[src/rtl/core/apq_pkg.sv]
// Shared types, widths and codes for the array max priority queue.
`default_nettype none

package apq_pkg;

   localparam int CAPACITY_DEF = 128;
   localparam int ID_W         = 16;
   localparam int PRIO_W       = 16;
   localparam int STATUS_W     = 2;
   localparam int OCC_W        = 8;

   localparam logic [STATUS_W-1:0] STATUS_DONE  = 2'd0;
   localparam logic [STATUS_W-1:0] STATUS_FULL  = 2'd1;
   localparam logic [STATUS_W-1:0] STATUS_EMPTY = 2'd2;

   localparam logic MODE_INSERT = 1'b0;
   localparam logic MODE_REMOVE = 1'b1;

   typedef struct packed {
      logic [ID_W-1:0]          id;
      logic signed [PRIO_W-1:0] prio;
   } entry_type;

   // memory port strobes
   typedef struct packed {
      logic wr_en;
      logic rd_en;
   } store_ctl_type;

   // scan tracker controls
   typedef struct packed {
      logic clear;
      logic hit;
   } scan_ctl_type;

endpackage

`default_nettype wire

[src/rtl/core/apq_store.sv]
// Entry memory: one write port, one read port, registered read data.
`default_nettype none

module apq_store #(
   parameter int CAPACITY = apq_pkg::CAPACITY_DEF,
   parameter int ADDR_W   = (CAPACITY > 1) ? $clog2(CAPACITY) : 1
) (
   input  logic                   clock,
   input  apq_pkg::store_ctl_type ctl,
   input  logic [ADDR_W-1:0]      wr_addr,
   input  apq_pkg::entry_type     wr_data,
   input  logic [ADDR_W-1:0]      rd_addr,
   output apq_pkg::entry_type     rd_data
);
   import apq_pkg::*;

   entry_type mem [CAPACITY];
   entry_type rd_data_ff;

   always_ff @(posedge clock) begin
      if (ctl.wr_en) begin
         mem[wr_addr] <= wr_data;
      end
      if (ctl.rd_en) begin
         rd_data_ff <= mem[rd_addr];
      end
   end

   assign rd_data = rd_data_ff;

endmodule

`default_nettype wire

[config.mk]
export PLATFORM = sky130hd
export DESIGN_NAME = apq_store
export DESIGN_NICKNAME = d
export VERILOG_FILES = /design/src/rtl/core/apq_pkg.sv /design/src/rtl/core/apq_store.sv
export SDC_FILE = /design/constraint.sdc
export NUM_CORES = 2
export LEC_CHECK = 0
export BUFFER_PORTS_ARGS = -buffer_cell sky130_fd_sc_hd__buf_2
export CAP_MARGIN = 5
export CORE_MARGIN = 2
export CORE_UTILIZATION = 45
export CTS_BUF_LIST = sky130_fd_sc_hd__clkbuf_2
export CTS_CLUSTER_DIAMETER = 40
export DETAILED_ROUTE_END_ITERATION = 8
export GPL_ROUTABILITY_DRIVEN = 0
export PLACE_DENSITY = 0.66
export RECOVER_POWER = 100
export SLEW_MARGIN = 10
export SYNTH_ARGS = -nofsm -noshare
export SYNTH_HDL_FRONTEND = slang
export SYNTH_SLANG_ARGS = --single-unit
export TNS_END_PERCENT = 5
[constraint.sdc]
create_clock -name clock -period 8.7 [get_ports clock]
set_clock_uncertainty 0.05 [all_clocks]
set_input_delay 1.74 -clock clock [delete_from_list [all_inputs] [get_ports clock]]
set_output_delay 1.74 -clock clock [all_outputs]
set_load 0.05 [all_outputs]
# [Word level (Yosys, flattened, before mapping)]
# Memory sizes are Yosys's and may differ from the RTL's. A register that Yosys moved wholly into a read port is not among the register bits.
# Cells that the tools add are included.
[word_totals] reg_bits=0 ramBits=4096 inputBits=49 output_inout_bits=32 word_cells=3 n_memories=1
[mem_list] memory="mem" depth=128 width=32 read_ports=1 rd_ports_with_merged_regs=1 write_ports=1 line_no="apq_store.sv:17" source="entry_type mem [CAPACITY];"
[op_classes] n_mux=2
[ops] cell="$mux W1" count=2

# [Longest topological paths before layout]
[logic_depth] ltp_word=2 ltp_mapped=8 mapped_depth_nobuf=4

# [Least setup slack after synthesis]
# No wires, ideal clock.
[synth_path] path_kind="in2reg" from="input ctl[1] (netlist name)" to="memory mem[98][0] (netlist name), enable pin" setup_ns=0.461 t_arrival_ns=4.518 t_required_ns=8.189 slack_ns=3.671 stages=3 path_buffers=1 cell_sequence="clkbuf_1 -> nand4_1 -> nor3_1"
[synth_via] elab_chain_cells=2
[synth_lines] item="start, declared" line_no="apq_store.sv:9" source="input apq_pkg::store_ctl_type ctl,"
[synth_lines] item="$mux W1" line_no="apq_store.sv:21" source="if (ctl.wr_en) begin"
[synth_lines] item="$mux W1 (implied by the code)" line_no="apq_store.sv:22" source="mem[wr_addr] <= wr_data;"
[synth_lines] item="end, declared" line_no="apq_store.sv:17"
# Every way passes these cells.

# [Worst setup path after layout]
[layout_path] from="input wr_data[25] (netlist name)" to="memory mem[1][25] (netlist name), data pin"
[layout_lines] item="start, declared" line_no="apq_store.sv:11" source="input apq_pkg::entry_type wr_data,"
# No word-level cell before the write port.

==> results_dict.tcl <==
set metrics [dict create \
    hp-class "in -> reg" \
    comb_power_share_pct 5.8 \
    finalCritPeriodShare_pct 68.28 \
    drt-total-wl_mm 402.1 \
    start_util_pct 45.23 \
    relSlewSlack_pct -221.3 \
    mostFrequentLayoutCell "edfxtp_1" \
    die_x_microns 593.9 \
    syn_avg_cell_area_sq_um 26.14 \
    path_clk_slew_ns 0.10 \
    core_region_area_sq_um 346200 \
    power_frac_clock_pct 33.3 \
    antenna_found_initial 59 \
    grt_max_degree 111 \
    tightest_slew_ns 4.819 \
    seq_area_sq_um 124000 \
    nFillCells 27300 \
    ys_warn_count 0 \
    max_cap_viol_count 215 \
    globalRoute.totalOverflow 0 \
    finalCriticalPeriod_ns 5.940 \
    drtAntennaViolNets 0 \
    r2r-start "mem[53][27]" \
    max_freq_ghz 0.1683 \
    cts.repair.resized 0 \
    startpoint_type "input pin" \
    die_h_microns 593.9 \
    violations "max-capacitance violations, max-slew violations" \
    worst-setup-path-type "in -> reg" \
    netlist_area_sq_um 156600 \
    syn_nets 6039 \
    tns_ns 0 \
    grt_use_total_pct 22.66 \
    portBuffers 80 \
    via_per_inst 6.015 \
    p_sw_mw 8.776 \
    hold_violations 0 \
    r2r_end "rd_data[27]" \
    drive_gt1_share_pct 39.08 \
    cp_data_arrival_time_ns 7.26 \
    rsz0062_at_grt "false" \
    layout.cells.non_filler 12340 \
    crit_fanout 80 \
    cts-hold-fix-buffers 36 \
    final_cell_mix "4128 x edfxtp_1, 1376 x clkbuf_2, 1344 x mux4_2, 239 x clkbuf_1, 223 x clkinv_1" \
    cts_tree "yes" \
    required_ns 10.02 \
    post-dp-hpwl_mm 211.1 \
    pwr-share-seq_pct 60.9 \
    yosysSeqAreaShare_pct 79.16 \
    endpoint_kind "flop" \
    p_leak_nw 53.33 \
    ys_seq_elements 4128 \
    fin_util_pct 49.85 \
    p_sw_share_pct 24.22 \
    die-area_sq_um 352700 \
    first_pass_iters 5 \
    root_buffer "clkbuf_2" \
    slew_violations 8697 \
    clock-sinks 4128 \
    worst_slack_ns 2.760 \
    powerDensity_nw_per_um2 209.9 \
    num_vias 74200 \
    placed_area_sq_um 164500 \
    nets 7009 \
    cts_setup_buffers 0 \
    startpoint "wr_data[25]" \
    placementRows 216 \
    design_area_sq_um 172600 \
    synthToLayoutAreaGrowth_pct 10.21 \
    worstSkewPairLatency_ns 2.29 \
    worst_ir_drop_vdd_uv 124.4 \
    place_ws_ns 2.895 \
    crit_end "mem[1][25]" \
    synthCells 5990 \
    multi_input_area_sq_um 32140 \
    cts_max_path_buffers 4 \
    htree_levels 6 \
    synth_cell_types 16 \
    worstRegToRegCells 4 \
    power.internal_mw 27.46 \
    r2r_slack_ns 5.79 \
    status "finished with violations" \
    drc 0 \
    wire_per_inst_microns 32.60 \
    grt_pass1_vias 75880 \
    setup_viol 0 \
    grt_pass1_wl_mm 563.5 \
    pin_count 81 \
    first_iter_violations 9931 \
    cts_made_buffers 935 \
    place_inst 10570 \
]
## registers in the layout, summed over array words and instances, names as in the netlist
register / flops
mem: 4096
rd_data: 32
## stage by stage
step,hold slack (ns),power (mW)
after global placement,1.159,24.54
after global routing,0.1649,37.57
final,0.3825,36.23
after floorplan,1.099,23.55
after detailed placement,1.161,24.58
after CTS,0.1109,36.49
## cells in the mapped netlist
cell type | instances | area [sq um]
nand4_1 | 3 | 18.77
or3_1 | 1 | 6.260
clkbuf_1 | 182 | 683.2
buf_6 | 2 | 22.52
mux2_2 | 32 | 360.4
nand2_1 | 14 | 52.55
buf_4 | 3 | 22.52
buf_1 | 50 | 187.7
nor2b_1 | 7 | 43.79
nor2_1 | 122 | 457.9
nand3_1 | 12 | 60.06
nor3_1 | 9 | 45.04
buf_2 | 79 | 395.4
nand2b_1 | 2 | 12.51
edfxtp_1 | 4128 | 124000
mux4_2 | 1344 | 30270
## layer usage
layer  part of all wire [%]  up-vias  global-route usage, %
li1                       -    29070                      -
met3                     11      601                  4.980
met5                  0.026        -                      0
met2                     49     4370                  36.63
met4                    2.6       18                  6.399
met1                     38    40140                  31.28
## power groups by stage
stage / clock [mW] / combinational, mW / sequential [mW]
2_1_floorplan: 0 / 1.06 / 22.5
3_3_place_gp: 0 / 2.07 / 22.5
3_5_place_dp: 0 / 2.11 / 22.5
4_1_cts: 12.3 / 2.12 / 22.0
5_1_grt: 13.3 / 2.19 / 22.1
6_report: 12.1 / 2.10 / 22.1
## cells by family (layout without fill, tap and decap cells)
logic type / count (synthesis) / after routing / share of synthesized area, %
flops: 4128 / 4128 / 79.16
mux: 1376 / 1376 / 19.56
buf+inv: 316 / 2020 / 0.8373
simple gates: 170 / 170 / 0.4450
other cells: 0 / 63 / 0
## area by class of cell
type	count	share of cell area, %
diodes	63	0.09134
flip-flops and latches	4128	71.82
clock inverters	295	0.9396
multi-input cells	1546	18.62
well taps	4578	3.319
repair buffers	349	1.216
clock buffers	1376	3.990
## worst min-delay path by stage
| stage | endpoint | cells past startpoint | start | slack, ns |
|---|---|---|---|---|
| floorplan | rd_data[0] | 4 | mem[36][0] | 1.10 |
| global placement | rd_data[15] | 4 | mem[44][15] | 1.16 |
| detailed placement | rd_data[25] | 4 | mem[30][25] | 1.16 |
| CTS | rd_data[1] | 3 | rd_addr[6] | 0.11 |
| global route | rd_data[7] | 3 | rd_addr[6] | 0.16 |
| finish | mem[119][9] | 3 | wr_addr[5] | 0.38 |
## worst max-delay path: stages
cell and delay (ns):
dlygate4sd3_1 0.54, clkbuf_1 1.82, clkbuf_1 2.93
No activity file was read; power rests on OpenSTA's default activity.
