<file path="config.mk">
export PLATFORM = sky130hd
export DESIGN_NAME = apq_scan
export DESIGN_NICKNAME = d
export VERILOG_FILES = /design/src/rtl/core/apq_pkg.sv /design/src/rtl/core/apq_scan.sv
export SDC_FILE = /design/constraint.sdc
export NUM_CORES = 1
export LEC_CHECK = 0
export BUFFER_PORTS_ARGS = -buffer_cell sky130_fd_sc_hd__buf_4
export CAP_MARGIN = 10
export CORE_ASPECT_RATIO = 0.5
export CORE_MARGIN = 4
export CORE_UTILIZATION = 47
export DETAILED_ROUTE_END_ITERATION = 7
export PLACE_DENSITY = 0.86
export SLEW_MARGIN = 20
export SYNTH_ARGS = -nofsm -noshare
export SYNTH_HDL_FRONTEND = slang
export SYNTH_SLANG_ARGS = --single-unit
</file>
<file path="constraint.sdc">
create_clock -name clock -period 5.55 [get_ports clock]
set_input_delay 0.8325 -clock clock [delete_from_list [all_inputs] [get_ports clock]]
set_output_delay 0.8325 -clock clock [all_outputs]
set_load 0.05 [all_outputs]
</file>
<file path="src/rtl/core/apq_pkg.sv">
// Shared types, widths and codes for the array max priority queue.
`default_nettype none

package apq_pkg;

   localparam int CAPACITY_DEF = 128;
   localparam int ID_W         = 16;
   localparam int PRIO_W       = 16;
   localparam int STATUS_W     = 2;
   localparam int OCC_W        = 8;

   localparam logic [STATUS_W-1:0] STATUS_DONE  = 2'd0;
   localparam logic [STATUS_W-1:0] STATUS_FULL  = 2'd1;
   localparam logic [STATUS_W-1:0] STATUS_EMPTY = 2'd2;

   localparam logic MODE_INSERT = 1'b0;
   localparam logic MODE_REMOVE = 1'b1;

   typedef struct packed {
      logic [ID_W-1:0]          id;
      logic signed [PRIO_W-1:0] prio;
   } entry_type;

   // memory port strobes
   typedef struct packed {
      logic wr_en;
      logic rd_en;
   } store_ctl_type;

   // scan tracker controls
   typedef struct packed {
      logic clear;
      logic hit;
   } scan_ctl_type;

endpackage

`default_nettype wire

</file>
<file path="src/rtl/core/apq_scan.sv">
// Running maximum tracker for the removal scan; also keeps the last entry read.
`default_nettype none

module apq_scan #(
   parameter int ADDR_W = (apq_pkg::CAPACITY_DEF > 1) ? $clog2(apq_pkg::CAPACITY_DEF) : 1
) (
   input  logic                  clock,
   input  logic                  reset,
   input  apq_pkg::scan_ctl_type ctl,
   input  logic [ADDR_W-1:0]     hit_idx,
   input  apq_pkg::entry_type    hit_data,
   output apq_pkg::entry_type    best,
   output logic [ADDR_W-1:0]     best_idx,
   output apq_pkg::entry_type    last
);
   import apq_pkg::*;

   logic              first_ff;
   logic              first_in;
   entry_type         best_ff;
   entry_type         best_in;
   logic [ADDR_W-1:0] best_idx_ff;
   logic [ADDR_W-1:0] best_idx_in;
   entry_type         last_ff;
   entry_type         last_in;
   logic              take;

   // strictly greater keeps the lowest slot on ties
   assign take = first_ff || ($signed(hit_data.prio) > $signed(best_ff.prio));

   always_comb begin
      first_in    = first_ff;
      best_in     = best_ff;
      best_idx_in = best_idx_ff;
      last_in     = last_ff;
      if (ctl.clear) begin
         first_in = 1'b1;
      end else if (ctl.hit) begin
         first_in = 1'b0;
         last_in  = hit_data;
         if (take) begin
            best_in     = hit_data;
            best_idx_in = hit_idx;
         end
      end
   end

   always_ff @(posedge clock) begin
      if (reset) begin
         first_ff <= 1'b1;
      end else begin
         first_ff <= first_in;
      end
   end

   always_ff @(posedge clock) begin
      best_ff     <= best_in;
      best_idx_ff <= best_idx_in;
      last_ff     <= last_in;
   end

   assign best     = best_ff;
   assign best_idx = best_idx_ff;
   assign last     = last_ff;

endmodule

`default_nettype wire

</file>
* Word-level counts from Yosys, hierarchy flattened
Cells that the tools add are included.
** Storage, ports and cells
- Output and inout bits :: 71
- Register bits :: 72
** Operators by class
- Order comparisons :: 1
- Bitwise operators :: 1
- Reduce and logical (&&, ||, !) cells :: 4
** Operators by type and width (count)
- 16-bit > comparator :: 1
- 3-bit AND reduction :: 1
- 2-bit AND reduction :: 1
- 2-bit OR reduction :: 1
- 1-bit logical OR :: 1
- 1-bit NOT :: 1

* Depth between registers and ports, before layout
- Depth after elaboration :: 3
- Gate-level depth with buffers :: 7
- Gate-level depth less buffers :: 7

* Worst setup path after synthesis
Ideal clock, no wire load.
- Path kind :: input port to flip-flop
- Start :: input ctl[1] in the netlist's numbering
- End :: register best_ff (netlist bit best[0]), enable pin
- Buffers on the path :: 0
- Slack :: 376 ps
- Required time :: 5097 ps
- Data arrival time :: 4722 ps
- Stages on the path :: 4
- Cells stage by stage :: nor2b_1 -> a21boi_0 -> nand2_1 -> mux2i_1
** Between the ends
- Word-level cells in the longest chain between the ends :: 2
** RTL lines
- start, declared :: RTL line apq_scan.sv:9 : input apq_pkg::scan_ctl_type ctl,
- 1-bit NOT (no source line)
- 3-bit AND reduction (no source line)
- end signal, assigned :: RTL line apq_scan.sv:57 : best_ff <= best_in;
- end, declared :: RTL line apq_scan.sv:20 : entry_type best_ff;
Every way passes these cells.
A chain may end at the register's enable or synchronous reset.

* Worst setup path in the final report
- Start :: input hit_data[5] in the netlist's numbering
- End :: register best_ff (netlist bit best[26]), enable pin
** Between the ends
- Word-level cells in the longest chain between the ends :: 3
** RTL lines
- start, declared :: RTL line apq_scan.sv:11 : input apq_pkg::entry_type hit_data,
- 16-bit > comparator :: RTL line apq_scan.sv:29 : assign take = first_ff || ($signed(hit_data.prio) > $signed(best_ff.prio));
- 1-bit logical OR :: RTL line apq_scan.sv:29
- 3-bit AND reduction (no source line)
Every way passes these cells.

==> flow_metrics.tcl <==
set metrics [dict create \
    nets 321 \
    path_class "in2reg" \
    cp_top_family "buffers and inverters" \
    power_frac_clock_pct 30.6 \
    drive_gt1_share_pct 50.2 \
    final-setup-viol-count 0 \
    num_rows 18 \
    grt_pass1_wl_mm 8.49 \
    core_sq_mm 0.00516 \
    io_pins 114 \
    area_growth_pct 44.3 \
    synth_edf_count 71 \
    power_frac_comb_pct 19.4 \
    path_clk_slew_ps 80 \
    portBuffers 113 \
    yosys.cell_count.top_type "edfxtp_1" \
    grt_max_degree 40 \
    antenna_found_initial 0 \
    synthCells 137 \
    max_slew_margin_pct 35.8 \
    crit_top_cell "buf_4" \
    wire_per_inst_um 16.9 \
    placed_area_sq_mm 0.00359 \
    worst_slew_pin_slew_ps 960 \
    min_period_over_period_pct 53.0 \
    drtPass1Iterations 4 \
    post-cts-setup-buffer-count 0 \
    slowest_stage "nor4_1" \
    finalSetupTns_ps 0 \
    crit_fanout 39 \
    max_stage_delay_ps 510 \
    arrival_ps 2920 \
    p_leak_uw 0.00160 \
    rsz0062_at_grt "false" \
    cts_tree "yes" \
    synth_top_area_cell "edfxtp_1" \
    fmax_mhz 340 \
    viasPerCell 4.71 \
    hold_viol_final 0 \
    syn_nets 196 \
    synth.yosys.warnings 0 \
    clock-skew-final_ps 6.74 \
    powerDensity_mw_per_mm2 346 \
    cts_num_sinks 72 \
    post-route-min-period_ps 2940 \
    drtIter0Drc 51 \
    yosysSeqAreaShare_pct 82.1 \
    crit_path_end_kind "flip-flop" \
    die-area_sq_mm 0.00691 \
    postCtsHoldBufs 0 \
    start_util_pct 50.8 \
    vias 1588 \
    wl_mm 5.71 \
    grtUsageTotal_pct 16.7 \
    synth_cell_types 23 \
    status "completed" \
    avgSynthCellArea_sq_um 19.1 \
    synth.cell_area_sq_mm 0.00262 \
    cts.path.max_buffers 2 \
    synth.ff_latch_count 72 \
    ant_nets 0 \
    internal_power_uw 927 \
    p_sw_uw 381 \
    place_congestion 0.835 \
    peakVddDrop_v 0.000209 \
    die_h_um 60.8 \
    synthTopCellsByCount "edfxtp_1, inv_1, ha_1" \
    synth_ff_type "edfxtp_1" \
    die_w_um 114 \
    crit_path_cell_trace "buf_4, ha_1, a21oi_1, o21a_1, nor3_1, nor4_1, mux2i_4, buf_4" \
    yosys-top-cells-area "edfxtp_1, ha_1, inv_1" \
    cp-start-kind "primary input" \
    slew_viol_final 0 \
    maxCapViolCount 0 \
    dp_hpwl_mm 4.20 \
    dp_slack_ps 2240 \
    cts_root_buffer "clkbuf_8" \
    whs_ps 497 \
    post_cts_resized 0 \
    antenna_cells 0 \
    hold_path.class "reg2reg" \
    clk_latency_ps 340 \
    numCtsBuffers 9 \
    first_global_vias 1662 \
    seqPwrFrac_pct 49.9 \
    p_sw_share_pct 29.1 \
    timing.final.ws_setup_ps 2610 \
    cp.required_ps 5530 \
    synth_top_area_share_pct 81.3 \
    htreeDepth 3 \
    async_flop_share_pct 0 \
    fillers 332 \
    final_cell_area_sq_mm 0.00378 \
    drc_errors 0 \
    critPathBufInv 2 \
    overflow 0 \
]
cell type report:
class / instances / area (sq um) / share of cell area, %
Inverter: 17 / 63.8 / 1.69
Timing Repair Buffer: 114 / 856 / 22.6
Sequential cell: 72 / 2150 / 56.9
Tap cell: 70 / 87.6 / 2.31
Clock inverter: 6 / 70.1 / 1.85
Clock buffer: 10 / 128 / 3.37
Multi-Input combinational cell: 48 / 427 / 11.3
cell families (layout without fill, tap and decap cells):
group	Yosys count	count (layout)	share of synthesized area (%)
fa+ha+maj	16	16	7.63
compound gates	14	14	3.24
flops	72	72	82.1
buf+inv	17	147	2.43
simple gates	17	17	4.25
mux	1	1	0.382
layout by cell type, fill, tap and decap left out, types with 2 or more instances in the layout:
cell type and count:
a21oi_1 6, buf_4 114, clkbuf_8 9, clkinv_4 2, clkinvlp_4 3, edfxtp_1 71, ha_1 16, inv_1 17
nand2_1 5, nor2_1 3, o21ai_0 2
sequential cells by signal (all words and copies together) (netlist names):
signal / cells
best: 32
last: 32
best_idx: 7
first_ff: 1
worst reg2reg max path, stage by stage, from the launching register on:
cell	delay [ps]
edfxtp_1	410
inv_1	70
ha_1	230
nor2b_1	130
o211ai_1	150
a21boi_1	90
nor4_1	510
mux2i_4	300
buf_4	460
final timing paths:
check / slack, ps / cells past startpoint / endpoint / start
setup reg to reg: 2820 / 8 / best[26] / best[1]
hold reg to reg: 500 / 2 / first_ff / first_ff
setup / recovery: 2610 / 8 / best[26] / hit_data[5]
hold / removal: 500 / 2 / first_ff / first_ff
through the flow:
stage	power [uW]	util, %	std cells
floorplan	825	-	137
global placement	914	69.5	321
detailed placement	921	69.5	321
CTS	1320	73.4	337
global route	1360	73.4	337
finish	1310	73.4	337
per-layer routing:
metal	global-route usage (%)	share of wire (%)	up-vias
met5	0	0	-
met4	7.53	2.1	0
met3	5.48	5.0	12
met2	31.5	56	45
met1	17.7	37	766
li1	-	-	765
power by group through the flow:
| stage | logic [uW] | clock network (uW) | registers [uW] |
|---|---|---|---|
| 6_report | 254 | 401 | 653 |
| 4_1_cts | 257 | 410 | 654 |
| 2_1_floorplan | 38.4 | 0 | 787 |
| 3_5_place_dp | 256 | 0 | 666 |
| 3_3_place_gp | 250 | 0 | 664 |
| 5_1_grt | 266 | 433 | 657 |
Note: power is estimated with default switching activity, not from simulation.
